### config.mk
export PLATFORM = sky130hd
export DESIGN_NAME = ptd_regs
export DESIGN_NICKNAME = d
export VERILOG_FILES = /design/src/design/ptd_pkg.sv /design/src/design/ptd_regs.sv
export SDC_FILE = /design/constraint.sdc
export NUM_CORES = 1
export LEC_CHECK = 0
export ABC_AREA = 1
export BUFFER_PORTS_ARGS = -buffer_cell sky130_fd_sc_hd__buf_2
export CAP_MARGIN = 20
export CORE_ASPECT_RATIO = 0.8
export CORE_MARGIN = 2
export CORE_UTILIZATION = 45
export DETAILED_ROUTE_END_ITERATION = 16
export HOLD_SLACK_MARGIN = 0.12
export PLACE_DENSITY = 0.87
export SLEW_MARGIN = 25
export SYNTH_ARGS = -nofsm -noshare
export SYNTH_HDL_FRONTEND = slang
export SYNTH_SLANG_ARGS = --single-unit
### constraint.sdc
create_clock -name clk -period 1.55 [get_ports clk]
set_clock_uncertainty 0.1 [all_clocks]
set_input_delay 0.31 -clock clk [delete_from_list [all_inputs] [get_ports clk]]
set_output_delay 0.31 -clock clk [all_outputs]
set_load 0.03 [all_outputs]
### src/design/ptd_pkg.sv
// ============================================================================
// ptd_pkg
// Shared types and constants for the two-input perceptron trainer: command
// modes, register map, configuration bundle and field widths.
// ============================================================================
package ptd_pkg;

    localparam int STORE_DEPTH_DEF  = 512;
    localparam int COORD_WIDTH_DEF  = 16;
    localparam int WEIGHT_WIDTH_DEF = 32;

    localparam int RATE_WIDTH       = 16;
    localparam int EPOCH_WIDTH      = 10;
    localparam int MIST_WIDTH       = 10;
    localparam int INIT_WIDTH       = 32;
    localparam int OUT_WEIGHT_WIDTH = 32;
    localparam int FRAC_BITS        = 12;

    localparam int APB_DATA_WIDTH   = 32;
    localparam int APB_ADDR_WIDTH   = 5;

    localparam logic [RATE_WIDTH-1:0]  LEARNING_RATE_RESET = 16'd6554;
    localparam logic [EPOCH_WIDTH-1:0] MAX_EPOCHS_RESET    = 10'd100;

    typedef enum logic [1:0] {
        MODE_LOAD    = 2'd0,
        MODE_TRAIN   = 2'd1,
        MODE_PREDICT = 2'd2,
        MODE_CLEAR   = 2'd3
    } mode_t;

    typedef enum logic [2:0] {
        REG_LEARNING_RATE    = 3'd0,
        REG_MAX_EPOCHS       = 3'd1,
        REG_INIT_WEIGHT_X    = 3'd2,
        REG_INIT_WEIGHT_Y    = 3'd3,
        REG_INIT_WEIGHT_BIAS = 3'd4
    } reg_idx_t;

    typedef struct packed {
        logic [RATE_WIDTH-1:0]  learning_rate;
        logic [EPOCH_WIDTH-1:0] max_epochs;
        logic [INIT_WIDTH-1:0]  init_weight_x;
        logic [INIT_WIDTH-1:0]  init_weight_y;
        logic [INIT_WIDTH-1:0]  init_weight_bias;
    } cfg_t;

endpackage

### src/design/ptd_regs.sv
// ============================================================================
// ptd_regs
// APB configuration registers: learning rate, epoch limit, initial weights.
// ============================================================================
module ptd_regs (
    input  logic                                  clk,
    input  logic                                  rst_n,
    input  logic                                  psel,
    input  logic                                  penable,
    input  logic                                  pwrite,
    input  logic [ptd_pkg::APB_ADDR_WIDTH-1:0]    paddr,
    input  logic [ptd_pkg::APB_DATA_WIDTH-1:0]    pwdata,
    output logic [ptd_pkg::APB_DATA_WIDTH-1:0]    prdata,
    output logic                                  pready,
    output ptd_pkg::cfg_t                         cfg
);

    ptd_pkg::cfg_t     cfg_reg;
    ptd_pkg::reg_idx_t reg_idx;
    logic              wr_en;

    assign reg_idx = ptd_pkg::reg_idx_t'(paddr[ptd_pkg::APB_ADDR_WIDTH-1:2]);
    assign wr_en   = psel & penable & pwrite;
    assign pready  = 1'b1;
    assign cfg     = cfg_reg;

    always_ff @(posedge clk or negedge rst_n)
    begin
        if (!rst_n)
        begin
            cfg_reg.learning_rate    <= ptd_pkg::LEARNING_RATE_RESET;
            cfg_reg.max_epochs       <= ptd_pkg::MAX_EPOCHS_RESET;
            cfg_reg.init_weight_x    <= '0;
            cfg_reg.init_weight_y    <= '0;
            cfg_reg.init_weight_bias <= '0;
        end
        else if (wr_en)
        begin
            unique case (reg_idx)
                ptd_pkg::REG_LEARNING_RATE:
                    cfg_reg.learning_rate <= pwdata[ptd_pkg::RATE_WIDTH-1:0];
                ptd_pkg::REG_MAX_EPOCHS:
                    cfg_reg.max_epochs <= pwdata[ptd_pkg::EPOCH_WIDTH-1:0];
                ptd_pkg::REG_INIT_WEIGHT_X:
                    cfg_reg.init_weight_x <= pwdata[ptd_pkg::INIT_WIDTH-1:0];
                ptd_pkg::REG_INIT_WEIGHT_Y:
                    cfg_reg.init_weight_y <= pwdata[ptd_pkg::INIT_WIDTH-1:0];
                ptd_pkg::REG_INIT_WEIGHT_BIAS:
                    cfg_reg.init_weight_bias <= pwdata[ptd_pkg::INIT_WIDTH-1:0];
                default: ;
            endcase
        end
    end

    always_comb
    begin
        unique case (reg_idx)
            ptd_pkg::REG_LEARNING_RATE:
                prdata = ptd_pkg::APB_DATA_WIDTH'(cfg_reg.learning_rate);
            ptd_pkg::REG_MAX_EPOCHS:
                prdata = ptd_pkg::APB_DATA_WIDTH'(cfg_reg.max_epochs);
            ptd_pkg::REG_INIT_WEIGHT_X:
                prdata = ptd_pkg::APB_DATA_WIDTH'(cfg_reg.init_weight_x);
            ptd_pkg::REG_INIT_WEIGHT_Y:
                prdata = ptd_pkg::APB_DATA_WIDTH'(cfg_reg.init_weight_y);
            ptd_pkg::REG_INIT_WEIGHT_BIAS:
                prdata = ptd_pkg::APB_DATA_WIDTH'(cfg_reg.init_weight_bias);
            default:
                prdata = '0;
        endcase
    end

endmodule

Word level (Yosys, flattened, before mapping)

Cells that the tools add are included.
Widths: inputs -> output; s select.

Bits in registers: 122
Bits of input ports: 42
Output and inout bits: 155
Word-level logic and storage cells: 18

Equality and inequality tests: 4
Mux-type cells: 1
Bitwise gates (word level): 2
Reductions and logical operators: 6

Operator list:

| cell               | number |
|---|---|
| $pmux 32 s5        | 1 |
| $reduce_and 2->1   | 5 |
| $eq 3x2->1 const B | 2 |
| $eq 3x1->1 const B | 1 |
| $eq 3x3->1 const B | 1 |
| $logic_not 3->1    | 1 |
| $and 1x1->1        | 2 |

Longest topological paths before layout

Gate-level depths: netlist (run 1).

Depth after elaboration: 3
Mapped depth: 9
Gate-level depth less buffers: 5

Least setup slack after synthesis (run 1)

No wires, ideal clock.

Kind: input -> output
Start: input paddr[2] in the netlist's numbering
End: output prdata[16] in the netlist's numbering
Arrival: 1415 ps
Required time: 1140 ps
Slack: -275 ps
Stages on the path: 7
Path buffers: 2
Cells stage by stage: buf_2 > nor2_4 > nand2_1 > inv_1 > buf_2 > nand2_1 > nand3_1

Longest elaborated chain between the ends: 2
Elaborated cells between the ends (all ways): 6
Those cells by class: 4 x eq/ne; 1 x mux; 1 x reduce/logical

RTL lines:

| what                               | line           | RTL |
|---|---|---|
| start: declaration                 | ptd_regs.sv:11 | `input logic [ptd_pkg::APB_ADDR_WIDTH-1:0] paddr,` |
| $eq 3x3->1 (tied with other cells) | ptd_regs.sv:57 | `unique case (reg_idx)` |
| $pmux 32 s5 (*)                    | ptd_regs.sv:57 |  |
| end: declaration                   | ptd_regs.sv:13 | `output logic [ptd_pkg::APB_DATA_WIDTH-1:0] prdata,` |

Mark *: on every way between the ends. The rest lies on a longest branch, timed or not.

Worst setup path after layout (run 1)

Start: register cfg_reg, in the netlist cfg[107]
End: output prdata[1] in the netlist's numbering

Longest elaborated chain between the ends: 1

RTL lines:

| what               | line           | RTL |
|---|---|---|
| start: declaration | ptd_regs.sv:18 | `ptd_pkg::cfg_t cfg_reg;` |
| $pmux 32 s5        | ptd_regs.sv:57 |  |

No other way between the ends.

==> results of run 1 <==
==> path summary, 6_finish.rpt <==
check | startpoint | to | cells after the start | slack, ns
min | rst_n | cfg[79]$_DFFE_PN0P_ | 2 | 0.15
max reg2reg | cfg[101]$_DFFE_PN1P_ | cfg[101]$_DFFE_PN1P_ | 4 | 0.49
max | cfg[107]$_DFFE_PN1P_ | prdata[1] | 5 | -0.26
max in group asynchronous | rst_n | cfg[117]$_DFFE_PN1P_ | 3 | 0.64
min in group clk | psel | cfg[105]$_DFFE_PN0P_ | 4 | 0.38
min reg2reg | cfg[71]$_DFFE_PN0P_ | cfg[71]$_DFFE_PN0P_ | 2 | 0.42
==> placed cells by master, fill, tap and decap left out, types with 10 or more instances in the layout <==
master,count
o21ai_0,122
o21ai_1,11
nand3_2,20
nand3_1,28
nand2_2,21
dfstp_2,10
nand2_4,23
clkbuf_16,19
nand3_4,14
nand4_1,10
dlygate4sd3_1,33
buf_12,13
buf_2,141
nand2_1,284
buf_6,66
inv_1,24
buf_4,64
dfrtp_1,112
==> cells by family (layout without fill, tap and decap cells) <==
logic type      count (synthesis)  count (layout)  share of synthesized area, %
compound gates                134             134                          11.6
buf+inv                        82             384                          6.18
flops                         122             122                          52.9
other cells                     1               1                        0.0647
simple gates                  417             418                          29.3
==> Yosys cell counts <==
cell type,number
buf_2,10
buf_4,8
buf_6,1
clkbuf_1,34
clkinv_1,1
conb_1,1
dfrtp_1,112
dfstp_2,10
inv_1,27
inv_2,1
nand2_1,328
nand2_2,1
nand3_1,59
nand3_2,2
nand4_1,10
nor2_1,13
nor2_2,3
nor2_4,1
o21ai_0,133
o21ai_1,1
==> metrics by stage <==
stage | hold slack [ns] | area [um^2]
floorplan | -0.0856 | 6160
global placement | 0.0169 | 7500
detailed placement | 0.0166 | 7500
CTS | 0.133 | 9320
global route | 0.129 | 9640
finish | 0.145 | 9640
==> what timing repair did <==
| action | CTS | global route |
|---|---|---|
| pin swaps | 54 | 23 |
| hold endpoints to repair | 242 | 0 |
| gates cloned | 4 | 2 |
| endpoints found under the setup margin | 42 | 47 |
| hold buffers | 33 | 0 |
| gates resized for setup | 156 | 59 |
| buffers inserted | 40 | 10 |
==> power by group <==
part | total [uW] | internal [uW] | switching, uW
Sequential | 4400 | 3830 | 562
Combinational | 4280 | 1490 | 2790
Clock | 4240 | 2780 | 1460
Total | 12900 | 8100 | 4810
==> critical path, stage by stage (launching register included) <==
cell and delay [ns]:
dfstp_2 0.54, nand3_1 0.09, nand2_1 0.12, nor2_2 0.05
nand2_2 0.07, buf_6 0.13
==> area by class of cell <==
cell class	instances	area (um^2)	area share [%]
Clock inverter	11	169	1.75
Multi-Input combinational cell	553	2930	30.4
Tap cell	175	219	2.27
Timing Repair inverter	1	8.76	0.0909
Sequential cell	122	3070	31.8
Inverter	29	144	1.49
Clock buffer	21	460	4.78
Timing Repair Buffer	322	2640	27.4
==> metal layers <==
metal | global-route usage (%) | routed length (um)
met5 | 0 | 0
met1 | 40.1 | 8730
met4 | 15.4 | 1140
met2 | 53.7 | 11500
met3 | 9.80 | 2400
==> flow_metrics.py, run 1 <==
metrics = {
    "outcome": {
        "status": "complete, but fails checks",
        "violations": "setup timing",
    },
    "finish": {
        "diodes": 0,
        "nets": 1088,
        "postLayoutCoreUtil_pct": 75.7,
        "n_fill_cell": 794,
        "largest_reg_flops": 122,
        "instances_no_fill": 1234,
        "area_delta_synth_final_pct": 66.4,
        "final_layout_size_suffix_gt1_share_pct": 40.5,
    },
    "power_and_ir_drop": {
        "p_total_uw": 12900,
        "powerDensity_nw_per_um2": 1340,
        "leakage_uw": 0.00522,
        "ir_worst_vdd_v": 0.000788,
    },
    "floorplan": {
        "die_h_um": 105,
        "num_rows": 37,
        "start_util_pct": 45.5,
        "die_width_um": 131,
        "die_area_um2": 13800,
        "io_pins": 197,
        "coreArea_um2": 12700,
    },
    "drt": {
        "routed_wl_mm": 23.7,
        "viasPerCell": 5.73,
        "routedWlPerCell_um": 19.2,
        "drt_iter0_markers": 787,
        "drc_errors": 0,
        "antenna_left": 0,
        "dr.pass1.iters": 6,
        "vias": 7072,
    },
    "clocking": {
        "cts_tree": "done",
        "cts_sinks": 122,
        "clk_pin_slew_worst_paths_ns": 0.06,
        "cts_buffer_depth": 2,
        "cts_max_level": 4,
        "numCtsBuffers": 17,
        "insertion_delay_ns": 0.40,
        "root_buffer": "clkbuf_16",
    },
    "critical_path": {
        "cp_data_required_time_ns": 1.14,
        "cp-end-kind": "primary output",
        "path_max_fanout": 2,
        "crit_type": "reg -> out",
        "start_kind": "register",
        "crit_arrival_ns": 1.40,
    },
    "sta": {
        "layout_setup_ws_ns": -0.260,
        "rsz0062_at_grt": "true",
        "fin_crit_ns": 1.81,
        "max_freq_ghz": 0.553,
        "slew_viol_final": 0,
        "period_share_pct": 117,
        "setup_viol": 42,
        "hold_viol_final": 0,
        "tns_ns": -5.35,
    },
    "synthesis": {
        "netlist_area_um2": 5790,
        "syn_nets": 798,
        "yosysWarnings": 0,
        "yosys_register_bits": 122,
        "syn_area_per_cell_um2": 7.66,
        "yosysUniqueCellTypes": 20,
        "yosys.area.top_type_share_pct": 48.4,
        "yosysSeqAreaShare_pct": 52.9,
        "netlist_instances": 756,
        "synth_top_area_cell": "dfrtp_1",
        "synth.area.top_cells": "dfrtp_1 48%, nand2_1 21%, o21ai_0 11%",
    },
    "placement": {
        "gp_congestion": 0.874,
        "dp.cells": 1115,
        "portBuffers": 193,
        "pre_cts_ws_ns": -0.267,
        "hpwl_mm": 13.0,
    },
    "global_routing": {
        "antenna_found_initial": 0,
        "track_usage_pct": 33.0,
        "grt_overflow": 0,
        "grt_pass1_vias": 6950,
        "grt_first_pass_wirelength_mm": 34.9,
        "grt_max_degree": 67,
    },
    "min_path": {
        "min_path_type": "in -> async",
    },
    "job": {
        "max-cap-violations": 0,
    },
}
No activity file was read; power rests on OpenSTA's default activity.
==> run 2: changes to the inputs <==
RECOVER_POWER = 50   (was not set)
==> flow_metrics.py, run 2 (synthesis results as in run 1) <==
metrics = {
    "global_routing": {
        "track_usage_pct": 33.0,
        "antenna_found_initial": 0,
        "grt_pass1_vias": 6950,
        "grt_max_degree": 67,
        "grt_first_pass_wirelength_mm": 34.9,
        "grt_overflow": 0,
    },
    "finish": {
        "area_delta_synth_final_pct": 65.4,
        "final_common_cell": "nand2_1",
        "multi_input_area_um2": 2920,
        "nets": 1088,
        "mostFrequentLayoutCells": "284 x nand2_1, 141 x buf_2, 122 x o21ai_0, 112 x dfrtp_1, 66 x buf_6",
        "n_fill_cell": 800,
        "largest_reg_flops": 122,
        "design_area_um2": 9580,
        "instances_no_fill": 1234,
        "diodes": 0,
        "seq_area_um2": 3070,
        "postLayoutCoreUtil_pct": 75.2,
        "final_layout_size_suffix_gt1_share_pct": 40.2,
    },
    "min_path": {
        "min_path_type": "in -> async",
    },
    "sta": {
        "fin_crit_ns": 1.81,
        "hold_viol_final": 0,
        "rsz0062_at_grt": "true",
        "max_freq_ghz": 0.553,
        "period_share_pct": 117,
        "maxSlewHeadroom_pct": 39.4,
        "layout_setup_ws_ns": -0.259,
        "holdWs_ns": 0.121,
        "slew_viol_final": 0,
        "setup_viol": 44,
        "worst_pin_slew_ns": 0.910,
    },
    "placement": {
        "gp_congestion": 0.874,
        "hpwl_mm": 13.0,
        "pre_cts_ws_ns": -0.267,
        "portBuffers": 193,
        "dp.cells": 1115,
        "place_area_um2": 7500,
    },
    "clocking": {
        "insertion_delay_ns": 0.40,
        "cts_buffer_depth": 2,
        "numCtsBuffers": 17,
        "root_buffer": "clkbuf_16",
        "cts_max_level": 4,
        "cts_sinks": 122,
        "clk_pin_slew_worst_paths_ns": 0.06,
        "cts_tree": "done",
    },
    "floorplan": {
        "die_h_um": 105,
        "die_area_um2": 13800,
        "io_pins": 197,
        "die_width_um": 131,
        "num_rows": 37,
        "start_util_pct": 45.5,
        "coreArea_um2": 12700,
    },
    "drt": {
        "routedWlPerCell_um": 19.3,
        "routed_wl_mm": 23.8,
        "drt_iter0_markers": 692,
        "dr.pass1.iters": 8,
        "viasPerCell": 5.73,
        "vias": 7066,
        "drc_errors": 0,
        "antenna_left": 0,
    },
    "critical_path": {
        "slowest_stage": "dfstp_2",
        "crit_chain": "nand3_1 -> nand2_1 -> nor2_2 -> nand2_2 -> buf_6",
        "crit_arrival_ns": 1.40,
        "cp-end-kind": "primary output",
        "start_kind": "register",
        "path_max_fanout": 2,
        "critPathMaxStageDelay_ns": 0.54,
        "crit_type": "reg -> out",
        "cp_data_required_time_ns": 1.14,
        "reg2regPathDepth": 4,
    },
    "power_and_ir_drop": {
        "seq_power_share_pct": 34.1,
        "switching_share_pct": 37.3,
        "p_comb_share_pct": 33.1,
        "ir_worst_vdd_v": 0.000790,
        "leakage_uw": 0.00520,
        "powerDensity_nw_per_um2": 1350,
        "p_sw_uw": 4810,
        "clock_power_share_pct": 32.9,
        "p_int_uw": 8090,
    },
    "outcome": {
        "violations": "setup timing",
        "status": "complete, but fails checks",
    },
    "job": {
        "max-cap-violations": 0,
    },
}
run 2: changes by cell type in the layout (fill, tap and decap cells not counted), sizes merged:
cell    change
buf         -7
clkbuf      +7
run 2: area by class of cell:
| class | instances | area share [%] |
|---|---|---|
| multi-input cells | 553 | 30.5 |
| clock inverters | 11 | 1.76 |
| inverters | 29 | 1.50 |
| repair buffers | 322 | 27.0 |
| well taps | 175 | 2.29 |
| clock buffers | 21 | 4.81 |
| repair inverters | 1 | 0.0914 |
| flip-flops and latches | 122 | 32.0 |
run 2: worst paths after layout:
| kind | to | slack [ns] | startpoint |
|---|---|---|---|
| worst min-delay path | cfg[79]$_DFFE_PN0P_ | 0.12 | rst_n |
| worst max register to register | cfg[117]$_DFFE_PN1P_ | 0.48 | cfg[117]$_DFFE_PN1P_ |
| max in group asynchronous | cfg[71]$_DFFE_PN0P_ | 0.09 | rst_n |
| worst max-delay path | prdata[1] | -0.26 | cfg[107]$_DFFE_PN1P_ |
| worst min register to register | cfg[71]$_DFFE_PN0P_ | 0.42 | cfg[71]$_DFFE_PN0P_ |
| min in group clk | cfg[105]$_DFFE_PN0P_ | 0.36 | psel |
run 2: what timing repair did:
item	in CTS	in global routing
endpoints found under the hold margin	242	0
endpoints found under the setup margin	42	47
cloned	4	2
buffers inserted	40	10
gates resized for setup	156	59
hold buffers	33	0
pin swaps	54	23
run 2: worst max-delay path: cells and delay by family, from the launching register on:
| kind | cells | cell delay (ns) |
|---|---|---|
| flops | 1 | 0.54 |
| buf+inv | 1 | 0.13 |
| simple gates | 4 | 0.33 |
run 2: through the flow:
step	setup TNS [ns]	total power (uW)
floorplan	-0.336	6500
global placement	-10.84	7660
detailed placement	-13.31	7750
CTS	-4.09	12600
global route	-13.17	13300
finish	-5.59	12900
run 2: metal layers:
| layer | GRT usage (%) | vias to the layer above | wire length, um |
|---|---|---|---|
| met5 | 0 | - | 0 |
| met4 | 15.4 | 0 | 1110 |
| met3 | 9.80 | 130 | 2470 |
| met2 | 53.7 | 575 | 11500 |
| met1 | 40.1 | 3337 | 8720 |
| li1 | - | 3024 | - |
run 2: power by group through the flow:
| stage | sequential (uW) | clock (uW) | combinational, uW |
|---|---|---|---|
| after global placement | 4370 | 0 | 3290 |
| after detailed placement | 4380 | 0 | 3370 |
| after floorplan | 5510 | 0 | 983 |
| final | 4400 | 4240 | 4270 |
| after global routing | 4440 | 4400 | 4510 |
| after CTS | 4320 | 4230 | 4040 |
